$ cat src/design/packed_sprite_record_validator_unit_defines.svh
// Assertion helpers for the packed sprite record validator.
// Both sample on the rising edge of clk and are off while rst_n is low.
`ifndef PACKED_SPRITE_RECORD_VALIDATOR_UNIT_DEFINES_SVH
`define PACKED_SPRITE_RECORD_VALIDATOR_UNIT_DEFINES_SVH

// The consequent must hold in the same cycle as the antecedent.
`define PSRV_ASSERT_SAME(label, ante, cons, msg) \
    label: assert property (@(posedge clk) disable iff (!rst_n) (ante) |-> (cons)) \
        else $error(msg);

// The consequent must hold in the cycle after the antecedent.
`define PSRV_ASSERT_NEXT(label, ante, cons, msg) \
    label: assert property (@(posedge clk) disable iff (!rst_n) (ante) |=> (cons)) \
        else $error(msg);

`endif

$ cat src/design/psrv_pkg.sv
`timescale 1ns / 1ps

package psrv_pkg;

    // Longest record that can be accepted, in bytes.
    localparam logic [15:0] MAX_RECORD_BYTES = 16'd32768;

    // Largest placed coordinate that still fits a signed 16-bit position.
    localparam logic signed [17:0] PLACE_LIMIT = 18'sd32767;

    // Index of the last of the eight bytes in one rectangle header.
    localparam logic [2:0] HDR_LAST_INDEX = 3'd7;

    // Parse position within a record.
    typedef enum logic [2:0] {
        PH_COUNT_LO = 3'd0,
        PH_COUNT_HI = 3'd1,
        PH_HEADER   = 3'd2,
        PH_PIXELS   = 3'd3,
        PH_DONE     = 3'd4
    } phase_t;

    // Verdict request handed from the parser to the checker.
    typedef struct packed {
        logic               pre_ok;
        logic [16:0]        max_right;
        logic [16:0]        max_bottom;
        logic signed [15:0] origin_x;
        logic signed [15:0] origin_y;
    } verdict_t;

    // Parser status seen by the top level.
    typedef struct packed {
        phase_t phase;
        logic   failed;
    } front_status_t;

    // Queue status.
    typedef struct packed {
        logic       full;
        logic       empty;
        logic [1:0] count;
    } queue_status_t;

endpackage

$ cat src/design/packed_sprite_record_validator_unit.sv
`timescale 1ns / 1ps

// Packed sprite record validator. Records arrive one byte per request, the
// final byte flagged by last_byte; origin_x, origin_y and list_full are only
// looked at on that final byte, which alone produces a result: accepted plus
// the bounding width and height (zero when rejected). A byte is taken every
// cycle while in_ready is high, the figure being set by the parse update of
// the byte parser, which handles each byte as it is taken. The verdict
// request of a record's last byte is written into the queue, and the result
// is registered in the output register once that is free or being emptied.
// Verdicts wait in a two-entry queue ahead of the output register, so
// in_ready drops only when that queue is full, which needs a stalled output
// side. No clearing pass is needed after reset.
`include "packed_sprite_record_validator_unit_defines.svh"

module packed_sprite_record_validator_unit (
    input  logic               clk,
    input  logic               rst_n,
    input  logic               in_valid,
    output logic               in_ready,
    input  logic [7:0]         data_byte,
    input  logic               last_byte,
    input  logic signed [15:0] origin_x,
    input  logic signed [15:0] origin_y,
    input  logic               list_full,
    output logic               out_valid,
    input  logic               out_ready,
    output logic               accepted,
    output logic [15:0]        bound_width,
    output logic [15:0]        bound_height
);
    import psrv_pkg::*;

    logic          byte_accept;
    logic          push;
    logic          pop;
    verdict_t      push_data;
    verdict_t      pop_data;
    front_status_t front_status;
    queue_status_t queue_status;

    // Bytes are taken as long as a verdict slot is free.
    assign in_ready    = !queue_status.full;
    assign byte_accept = in_valid && in_ready;

    psrv_front u_front (
        .clk         (clk),
        .rst_n       (rst_n),
        .byte_accept (byte_accept),
        .data_byte   (data_byte),
        .last_byte   (last_byte),
        .origin_x    (origin_x),
        .origin_y    (origin_y),
        .list_full   (list_full),
        .push        (push),
        .verdict     (push_data),
        .status      (front_status)
    );

    psrv_queue u_queue (
        .clk       (clk),
        .rst_n     (rst_n),
        .push      (push),
        .push_data (push_data),
        .pop       (pop),
        .pop_data  (pop_data),
        .status    (queue_status)
    );

    psrv_back u_back (
        .clk          (clk),
        .rst_n        (rst_n),
        .req_valid    (!queue_status.empty),
        .req          (pop_data),
        .req_pop      (pop),
        .out_valid    (out_valid),
        .out_ready    (out_ready),
        .accepted     (accepted),
        .bound_width  (bound_width),
        .bound_height (bound_height)
    );

    // A rejected record never reports a bounding size.
    `PSRV_ASSERT_SAME(a_reject_zero_bounds, out_valid && !accepted,
        (bound_width == 16'd0) && (bound_height == 16'd0), "rejected result has nonzero bounds")

    // The verdict request of a last byte is waiting in the queue afterward.
    `PSRV_ASSERT_NEXT(a_last_queued, byte_accept && last_byte,
        !queue_status.empty, "verdict request of a last byte was lost")

    // After the last byte the parser is rearmed for a new record.
    `PSRV_ASSERT_NEXT(a_parser_rearmed, byte_accept && last_byte,
        (front_status.phase == PH_COUNT_LO) && !front_status.failed,
        "parser not rearmed after the last byte")

endmodule

$ cat src/design/psrv_front.sv
`timescale 1ns / 1ps

module psrv_front (
    input  logic                    clk,
    input  logic                    rst_n,
    input  logic                    byte_accept,
    input  logic [7:0]              data_byte,
    input  logic                    last_byte,
    input  logic signed [15:0]      origin_x,
    input  logic signed [15:0]      origin_y,
    input  logic                    list_full,
    output logic                    push,
    output psrv_pkg::verdict_t      verdict,
    output psrv_pkg::front_status_t status
);
    import psrv_pkg::*;

    phase_t       phase_reg, phase_next;
    logic [2:0]   byte_index_reg, byte_index_next;
    logic [15:0]  bytes_seen_reg, bytes_seen_next;
    logic [15:0]  rects_left_reg, rects_left_next;
    logic [55:0]  hdr_reg, hdr_next;
    logic [15:0]  pixels_left_reg, pixels_left_next;
    logic [16:0]  max_right_reg, max_right_next;
    logic [16:0]  max_bottom_reg, max_bottom_next;
    logic         failed_reg, failed_next;

    logic [15:0]  hdr_dx;
    logic [15:0]  hdr_dy;
    logic [15:0]  hdr_w;
    logic [15:0]  hdr_h;
    logic [31:0]  area;
    logic [16:0]  right_edge;
    logic [16:0]  bottom_edge;
    logic [15:0]  pixels_dec;
    logic [15:0]  rects_dec;
    logic [15:0]  rects_full;

    // Header fields; the last header byte arrives on the data port.
    assign hdr_dx      = hdr_reg[15:0];
    assign hdr_dy      = hdr_reg[31:16];
    assign hdr_w       = hdr_reg[47:32];
    assign hdr_h       = {data_byte, hdr_reg[55:48]};
    assign area        = {16'd0, hdr_w} * {16'd0, hdr_h};
    assign right_edge  = {1'b0, hdr_dx} + {1'b0, hdr_w};
    assign bottom_edge = {1'b0, hdr_dy} + {1'b0, hdr_h};
    assign pixels_dec  = pixels_left_reg - 16'd1;
    assign rects_dec   = rects_left_reg - 16'd1;
    assign rects_full  = {data_byte, rects_left_reg[7:0]};

    // Per-byte parse step, and the verdict request on the last byte.
    always_comb
    begin
        phase_next       = phase_reg;
        byte_index_next  = byte_index_reg;
        bytes_seen_next  = bytes_seen_reg;
        rects_left_next  = rects_left_reg;
        hdr_next         = hdr_reg;
        pixels_left_next = pixels_left_reg;
        max_right_next   = max_right_reg;
        max_bottom_next  = max_bottom_reg;
        failed_next      = failed_reg;
        push             = 1'b0;
        verdict          = '0;

        if (byte_accept)
        begin
            // Length count saturates; a byte beyond the limit fails the record.
            if (bytes_seen_reg >= MAX_RECORD_BYTES)
            begin
                failed_next = 1'b1;
            end
            else
            begin
                bytes_seen_next = bytes_seen_reg + 16'd1;
            end

            if (!failed_next)
            begin
                unique case (phase_reg)
                    PH_COUNT_LO:
                    begin
                        rects_left_next = {8'd0, data_byte};
                        phase_next      = PH_COUNT_HI;
                    end
                    PH_COUNT_HI:
                    begin
                        rects_left_next = rects_full;
                        phase_next      = (rects_full == 16'd0) ? PH_DONE : PH_HEADER;
                        byte_index_next = 3'd0;
                    end
                    PH_HEADER:
                    begin
                        hdr_next        = {data_byte, hdr_reg[55:8]};
                        byte_index_next = byte_index_reg + 3'd1;
                        if (byte_index_reg == HDR_LAST_INDEX)
                        begin
                            // A zero size or an area beyond 16 bits is a bad header.
                            if ((hdr_w == 16'd0) || (hdr_h == 16'd0) || (|area[31:16]))
                            begin
                                failed_next = 1'b1;
                            end
                            else
                            begin
                                if (right_edge > max_right_reg)
                                begin
                                    max_right_next = right_edge;
                                end
                                if (bottom_edge > max_bottom_reg)
                                begin
                                    max_bottom_next = bottom_edge;
                                end
                                pixels_left_next = area[15:0];
                                phase_next       = PH_PIXELS;
                            end
                        end
                    end
                    PH_PIXELS:
                    begin
                        pixels_left_next = pixels_dec;
                        if (pixels_dec == 16'd0)
                        begin
                            rects_left_next = rects_dec;
                            phase_next      = (rects_dec == 16'd0) ? PH_DONE : PH_HEADER;
                            byte_index_next = 3'd0;
                        end
                    end
                    default:
                    begin
                        // Any byte after the last rectangle is a trailing byte.
                        failed_next = 1'b1;
                    end
                endcase
            end

            // The last byte issues a verdict request and rearms the parser.
            if (last_byte)
            begin
                push               = 1'b1;
                verdict.pre_ok     = !failed_next && (phase_next == PH_DONE)
                                     && (bytes_seen_next >= 16'd2) && !list_full;
                verdict.max_right  = max_right_next;
                verdict.max_bottom = max_bottom_next;
                verdict.origin_x   = origin_x;
                verdict.origin_y   = origin_y;

                phase_next       = PH_COUNT_LO;
                byte_index_next  = 3'd0;
                bytes_seen_next  = 16'd0;
                rects_left_next  = 16'd0;
                hdr_next         = '0;
                pixels_left_next = 16'd0;
                max_right_next   = 17'd0;
                max_bottom_next  = 17'd0;
                failed_next      = 1'b0;
            end
        end
    end

    // Parser state.
    always_ff @(posedge clk or negedge rst_n)
    begin
        if (!rst_n)
        begin
            phase_reg       <= PH_COUNT_LO;
            byte_index_reg  <= 3'd0;
            bytes_seen_reg  <= 16'd0;
            rects_left_reg  <= 16'd0;
            hdr_reg         <= '0;
            pixels_left_reg <= 16'd0;
            max_right_reg   <= 17'd0;
            max_bottom_reg  <= 17'd0;
            failed_reg      <= 1'b0;
        end
        else
        begin
            phase_reg       <= phase_next;
            byte_index_reg  <= byte_index_next;
            bytes_seen_reg  <= bytes_seen_next;
            rects_left_reg  <= rects_left_next;
            hdr_reg         <= hdr_next;
            pixels_left_reg <= pixels_left_next;
            max_right_reg   <= max_right_next;
            max_bottom_reg  <= max_bottom_next;
            failed_reg      <= failed_next;
        end
    end

    assign status.phase  = phase_reg;
    assign status.failed = failed_reg;

endmodule

$ cat src/design/psrv_queue.sv
`timescale 1ns / 1ps

module psrv_queue (
    input  logic                    clk,
    input  logic                    rst_n,
    input  logic                    push,
    input  psrv_pkg::verdict_t      push_data,
    input  logic                    pop,
    output psrv_pkg::verdict_t      pop_data,
    output psrv_pkg::queue_status_t status
);
    import psrv_pkg::*;

    verdict_t   entry_reg [2];
    logic       wr_ptr_reg;
    logic       rd_ptr_reg;
    logic [1:0] count_reg, count_next;

    // Entry storage; only written on a push.
    always_ff @(posedge clk)
    begin
        if (push)
        begin
            entry_reg[wr_ptr_reg] <= push_data;
        end
    end

    // Pointers and fill count.
    always_comb
    begin
        count_next = count_reg;
        if (push && !pop)
        begin
            count_next = count_reg + 2'd1;
        end
        else if (pop && !push)
        begin
            count_next = count_reg - 2'd1;
        end
    end

    always_ff @(posedge clk or negedge rst_n)
    begin
        if (!rst_n)
        begin
            wr_ptr_reg <= 1'b0;
            rd_ptr_reg <= 1'b0;
            count_reg  <= 2'd0;
        end
        else
        begin
            if (push)
            begin
                wr_ptr_reg <= ~wr_ptr_reg;
            end
            if (pop)
            begin
                rd_ptr_reg <= ~rd_ptr_reg;
            end
            count_reg <= count_next;
        end
    end

    assign pop_data     = entry_reg[rd_ptr_reg];
    assign status.full  = (count_reg == 2'd2);
    assign status.empty = (count_reg == 2'd0);
    assign status.count = count_reg;

endmodule

$ cat src/design/psrv_back.sv
`timescale 1ns / 1ps

module psrv_back (
    input  logic               clk,
    input  logic               rst_n,
    input  logic               req_valid,
    input  psrv_pkg::verdict_t req,
    output logic               req_pop,
    output logic               out_valid,
    input  logic               out_ready,
    output logic               accepted,
    output logic [15:0]        bound_width,
    output logic [15:0]        bound_height
);
    import psrv_pkg::*;

    logic               out_valid_reg;
    logic               accepted_reg;
    logic [15:0]        bound_width_reg;
    logic [15:0]        bound_height_reg;
    logic signed [17:0] place_x;
    logic signed [17:0] place_y;
    logic               ok;

    // Placement check: origin plus extent must stay within signed 16 bits.
    assign place_x = $signed({2'b00, req.max_right[15:0]})
                     + $signed({{2{req.origin_x[15]}}, req.origin_x});
    assign place_y = $signed({2'b00, req.max_bottom[15:0]})
                     + $signed({{2{req.origin_y[15]}}, req.origin_y});

    assign ok = req.pre_ok && !req.max_right[16] && !req.max_bottom[16]
                && (place_x <= PLACE_LIMIT) && (place_y <= PLACE_LIMIT);

    // Take a request whenever the output register is free or being emptied.
    assign req_pop = req_valid && (!out_valid_reg || out_ready);

    always_ff @(posedge clk or negedge rst_n)
    begin
        if (!rst_n)
        begin
            out_valid_reg <= 1'b0;
        end
        else if (req_pop)
        begin
            out_valid_reg <= 1'b1;
        end
        else if (out_ready)
        begin
            out_valid_reg <= 1'b0;
        end
    end

    // Result payload; bounds are forced to zero on a rejection.
    always_ff @(posedge clk)
    begin
        if (req_pop)
        begin
            accepted_reg     <= ok;
            bound_width_reg  <= ok ? req.max_right[15:0] : 16'd0;
            bound_height_reg <= ok ? req.max_bottom[15:0] : 16'd0;
        end
    end

    assign out_valid    = out_valid_reg;
    assign accepted     = accepted_reg;
    assign bound_width  = bound_width_reg;
    assign bound_height = bound_height_reg;

endmodule

$ cat config.mk
export PLATFORM = sky130hd
export DESIGN_NAME = packed_sprite_record_validator_unit
export DESIGN_NICKNAME = d
export VERILOG_FILES = /design/src/design/psrv_pkg.sv /design/src/design/packed_sprite_record_validator_unit.sv /design/src/design/psrv_front.sv /design/src/design/psrv_queue.sv /design/src/design/psrv_back.sv
export VERILOG_INCLUDE_DIRS = /design/src /design/src/design
export SDC_FILE = /design/constraint.sdc
export NUM_CORES = 1
export LEC_CHECK = 0
export ABC_AREA = 1
export BUFFER_PORTS_ARGS = -buffer_cell sky130_fd_sc_hd__buf_2
export CAP_MARGIN = 40
export CORE_ASPECT_RATIO = 0.9
export CORE_MARGIN = 2
export CORE_UTILIZATION = 52
export DETAILED_ROUTE_END_ITERATION = 12
export PLACE_DENSITY = 0.68
export SETUP_SLACK_MARGIN = 0.5
export SYNTH_ARGS = -nofsm -noshare
export SYNTH_HDL_FRONTEND = slang
export SYNTH_SLANG_ARGS = --single-unit
$ cat constraint.sdc
create_clock -name clk -period 9.3 [get_ports clk]
set_clock_uncertainty 0.15 [all_clocks]
set_input_delay 0.93 -clock clk [delete_from_list [all_inputs] [get_ports clk]]
set_output_delay 0.93 -clock clk [all_outputs]
set_load 0.1 [all_outputs]
After elaboration in Yosys (flattened, before gate mapping)
Memories as Yosys holds them, arrays and structs flattened.
Index checks and enable logic that the tools add are counted.
{ "word_totals": {"register_bits": 183, "ram_bits": 134, "out_inout_bits": 35, "word_cells": 150, "mem_count": 1} }
{ "classes": {"addsub": 10, "mul": 1, "n_lt_le_gt_ge": 6, "eq_ne": 11, "n_mux": 58, "bitwise_logic": 2, "reduce_logical": 44} }
{ "mem_list": {"columns": ["name", "depth", "word_bits", "rd", "rd_clocked_by_memory_dff", "write_ports", "line_no", "source"], "rows": [
  ["u_queue.entry_reg", 2, 67, 1, 0, 1, "psrv_queue.sv:14", "verdict_t entry_reg [2];"]
]} }
{ "ops": {"columns": ["operator", "count"], "rows": [
  ["two-way mux 17 bit", 12],
  ["two-way mux 56 bit", 3],
  ["two-way mux 16 bit", 10],
  ["two-way mux 67 bit", 2],
  ["zero test 16 bit", 5],
  ["case mux 16 bit (3 select lines)", 1],
  ["adder 17 x 16 -> 18 bit", 2],
  ["<= comparator 18 x 16 -> 1 bit (second input constant)", 2],
  ["adder 16 x 16 -> 17 bit", 2],
  ["greater-than comparator 17 bit", 2],
  ["two-way mux 3 bit", 11],
  ["multiplier 16 x 16 -> 32 bit", 1],
  ["case mux 16 bit (2 select lines)", 1],
  ["subtractor 16 x 1 -> 16 bit (second input constant)", 2],
  ["adder 16 x 1 -> 16 bit (second input constant)", 1],
  ["greater-or-equal comparator 16 bit (second input constant)", 1],
  ["greater-or-equal comparator 16 x 2 -> 1 bit (second input constant)", 1],
  ["OR reduction 16 bit", 1],
  ["two-way mux 1 bit", 13],
  ["case mux 3 bit (4 select lines)", 1],
  ["logical AND 1 bit", 11],
  ["AND reduction 5 bit", 2],
  ["zero test 1 bit", 9],
  ["case mux 3 bit (3 select lines)", 1],
  ["22 further kinds", 35]
]} }

Logic depth before layout (Yosys ltp)
{ "depth": {"depth_word": 14, "mapped_depth": 36, "mapped_depth_nobuf": 33} }

Cells and area by module
From an unflattened synthesis, not the netlist that was laid out.
{ "hier_totals": {"cells_unflattened": 3555, "hier_area_um2": 28329.7} }
{ "by_module_without_submodules": {"columns": ["module", "instances", "cells_each", "area_each_um2", "seq_area_each_um2"], "rows": [
  ["psrv_front", 1, 2929, 20138.1, 3628.5],
  ["psrv_queue", 1, 234, 5132.4, 4124.0],
  ["psrv_back", 1, 388, 3041.7, 1016.0],
  ["packed_sprite_record_validator_unit", 1, 4, 17.5, 0.0]
]} }

Worst setup path before layout
Ideal clock, no wire load.
{ "synth_path": {"kind": "input-to-reg", "from": "in data_byte[0]", "to": "mem u_queue.entry_reg[0][42] in the netlist's numbering, data pin", "setup_ns": 0.274, "t_arrival_ns": 6.421, "t_required_ns": 8.876, "setup_slack_ns": 2.455, "path_stages": 30, "path_buffers": 3, "path_cell_list": "clkbuf_1 buf_1 nand2_1 fa_1 fa_1 fa_1 inv_1 fa_1 fa_1 inv_1 fa_1 inv_1 ha_1 nand2_1 inv_1 nand2_1 nand2_1 a21oi_1 nand2_1 nand2_1 nand2_1 inv_1 nand2_1 nor2_1 nand3_2 nor2_8 nand3_4 buf_6 nand2_2 a21oi_1"} }
{ "synth_lines": {"columns": ["item", "line_no", "source"], "rows": [
  ["start: declaration", "packed_sprite_record_validator_unit.sv:21", "input logic [7:0] data_byte,"],
  ["end: declaration", "psrv_queue.sv:14", null]
]} }

==> results.json <==
{
  "cts_tree": "yes",
  "synthAdderAreaFrac_pct": 24.1,
  "path_clk_slew_ns": 0.06,
  "synth_area_mm2": 0.0275,
  "cts_resized": 0,
  "synth_top_family_by_area": "adder cells",
  "grt_pass1_vias": 21700,
  "fin_area_mm2": 0.0297,
  "drt_iter0_drc": 1282,
  "multi_input_area_mm2": 0.0158,
  "nNetsFinal": 3949,
  "gp_congestion": 0.899,
  "crit_family": "adder cells",
  "largest_register_ffs": 134,
  "grt_pass1_wl_mm": 112,
  "clock_path_buffers": 3,
  "die-width_um": 247,
  "synth-edff-count": 167,
  "dr.pass1.iters": 6,
  "hold_class": "input port to async pin",
  "fp-row-count": 79,
  "dp_hpwl_mm": 50.6,
  "period_needed_ns": 7.68,
  "ys_seq_area_share_pct": 31.9,
  "path_buf_inv": 4,
  "worstReg2RegEnd": "u_queue.entry_reg[0][55]$_DFFE_PP_",
  "leakage_nw": 15.2,
  "cts.sinks": 317,
  "synth_xor_area_share_pct": 2.32,
  "synthDistinctLibCells": 55,
  "worst-setup-path-type": "register to register",
  "drc": 0,
  "cts_hold_buf": 0,
  "max_freq_mhz": 130,
  "synth_compound_area_share_pct": 7.66,
  "rrSetupSlack_ns": 1.62,
  "r2r_start": "u_front.hdr_reg[41]$_DFFE_PN0P_",
  "setup_viol_count_final": 0,
  "synthArstFlopShare_pct": 47.3,
  "synth_fp_nets": 3934,
  "htreeDepth": 2,
  "relSlewSlack_pct": 35.0,
  "areaGrowthSynthToFinish_pct": 7.99,
  "ys_ff_latch": 317,
  "drt-total-wl_mm": 67.8,
  "peakVddDrop_uv": 336,
  "cts_buffers": 36,
  "start_kind": "register",
  "drive_gt1_share_pct": 7.24,
  "postRouteAntennaNets": 0,
  "avgViaCountPerCell": 5.26,
  "cp_max_fo": 37,
  "synth.avg_cell_area_um2": 7.92,
  "coreArea_mm2": 0.0520,
  "status": "finished clean",
  "dieHeight_um": 222,
  "p_per_area_mw_per_mm2": 244,
  "finalCritPeriodShare_pct": 82.6,
  "postCtsSetupRepairBufs": 0,
  "fillers": 4847,
  "seq_area_mm2": 0.00877,
  "synth_ff_type": "edfxtp_1",
  "post_dp_cell_area_mm2": 0.0286,
  "endpoint_kind": "register",
  "io_buffers": 80,
  "timing_hold_violations_final": 0,
  "pin_count": 81,
  "wl_per_cell_um": 16.1,
  "tightest_slew_ns": 0.974,
  "start_util_pct": 52.9,
  "maxCapViolations": 0,
  "ff2ff_path_depth": 25,
  "synth_simple_gate_area_share_pct": 23.0,
  "grt_max_degree": 67,
  "gr-total-overflow": 0,
  "slowest_delay_ns": 0.98,
  "fin_tns_setup_ns": 0,
  "clock_latency_ns": 0.56,
  "antenna_found_initial": 0,
  "crit_required_ns": 9.41,
  "power.total_mw": 7.25,
  "drv_slew": 0,
  "crit_arrival_ns": 7.79,
  "dr_total_vias": 22100,
  "diodes": 0,
  "cpMaxStageDelayCell": "dfrtp_1",
  "synth_warnings": 0,
  "grt_util_all_layers_pct": 25.5,
  "path_common_cell": "fa_1",
  "cts_root_buffer": "clkbuf_16",
  "die-area_mm2": 0.0548,
  "rsz0062_at_grt": "false",
  "syn_inst": 3477,
  "synthMuxAreaShare_pct": 0.0364
}
## layer usage
layer	global-route usage, %	share of wire, %	routed length, um	vias up
li1	-	-	-	10900
met1	33.8	44	29500	10400
met2	42.0	46	31400	621
met3	3.89	6.0	4080	140
met4	9.97	4.0	2730	0
met5	0	0	0	-
## how the worst max path moves through the flow
stage | endpoint | cells past startpoint | startpoint | slack, ns
after floorplan | u_queue.entry_reg[0][42]$_DFFE_PP_ | 30 | data_byte[0] | 2.46
after global placement | u_queue.entry_reg[0][49]$_DFFE_PP_ | 25 | data_byte[0] | 1.53
after detailed placement | u_queue.entry_reg[1][55]$_DFFE_PP_ | 23 | data_byte[2] | 1.56
after CTS | u_queue.entry_reg[0][55]$_DFFE_PP_ | 25 | u_front.hdr_reg[42]$_DFFE_PN0P_ | 1.68
after global routing | u_queue.entry_reg[1][36]$_DFFE_PP_ | 25 | u_front.hdr_reg[42]$_DFFE_PN0P_ | 1.23
final | u_queue.entry_reg[0][55]$_DFFE_PP_ | 25 | u_front.hdr_reg[41]$_DFFE_PN0P_ | 1.62
## layout by cell type (no fill, tap or decap), types with 6 or more instances in the layout
master       n
nand2_2     27
edfxtp_1   167
a21oi_1    142
ha_1       213
xor2_1      60
a31oi_1      6
nor2_1     218
or2_2       38
o22ai_1     58
nand4_1     69
o21ai_0    118
xnor2_1     13
o21bai_1     9
buf_4       23
clkbuf_16   36
buf_2       79
nand3b_1     9
dfrtp_1    149
nor3_1      22
nand2_1    983
clkinv_1     6
a211oi_1     7
clkbuf_1    14
fa_1       198
inv_1      652
nand3_1    108
## final cells by class
class                   instances  share of cell area, %
repair buffers                111                   2.42
flip-flops and latches        317                   29.5
well taps                     688                   2.90
clock buffers                  55                   3.44
multi-input cells            2366                   53.0
clock inverters                11                  0.383
inverters                     660                   8.33
## report_power, final
part | switching (mW) | total [mW] | leakage (nW) | internal (mW)
clock | 0.585 | 1.38 | 0.553 | 0.795
sequential | 0.244 | 2.00 | 3.65 | 1.76
combinational | 2.76 | 3.87 | 11.0 | 1.11
## worst reg2reg max path, delay by kind of cell (launching register included)
| kind | cells | cell delay [ns] |
|---|---|---|
| AO/OA/AOI/OAI | 2 | 0.31 |
| adder cells (fa/ha/maj) | 7 | 3.46 |
| buffers and inverters | 4 | 0.22 |
| flip-flops | 1 | 0.98 |
| AND/OR/NAND/NOR | 12 | 2.29 |
## cell usage after synthesis (all sizes together), types with 58 or more instances
| library cell | instances | area share (%) |
|---|---|---|
| ha | 213 | 9.7 |
| xor2 | 60 | 1.9 |
| nand4 | 69 | 1.6 |
| edfxtp | 167 | 18 |
| nand3 | 114 | 2.2 |
| nor2 | 228 | 3.3 |
| a21oi | 145 | 2.7 |
| nand2 | 1012 | 14 |
| dfrtp | 150 | 14 |
| fa | 198 | 14 |
| o22ai | 58 | 1.3 |
| clkbuf | 110 | 1.5 |
| inv | 657 | 9.0 |
| o21ai | 120 | 2.2 |
## cell families (layout without fill, tap and decap cells)
family                   after synthesis  after routing
flip-flops                           317            317
AO/OA/AOI/OAI                        375            375
multiplexers                           1              1
XOR/XNOR                              73             73
adder cells (fa/ha/maj)              411            411
AND/OR/NAND/NOR                     1506           1506
buffers and inverters                794            837
## through the flow
step	setup slack [ns]	cells	hold slack, ns	utilization (%)
after CTS	1.68	4208	0.169	57.2
after global routing	1.23	4208	0.197	57.2
after floorplan	2.46	3477	0.299	-
after global placement	1.53	4134	0.313	54.7
after detailed placement	1.56	4142	0.321	55.0
final	1.62	4208	0.169	57.2
Power figures use the tool's default switching activity.
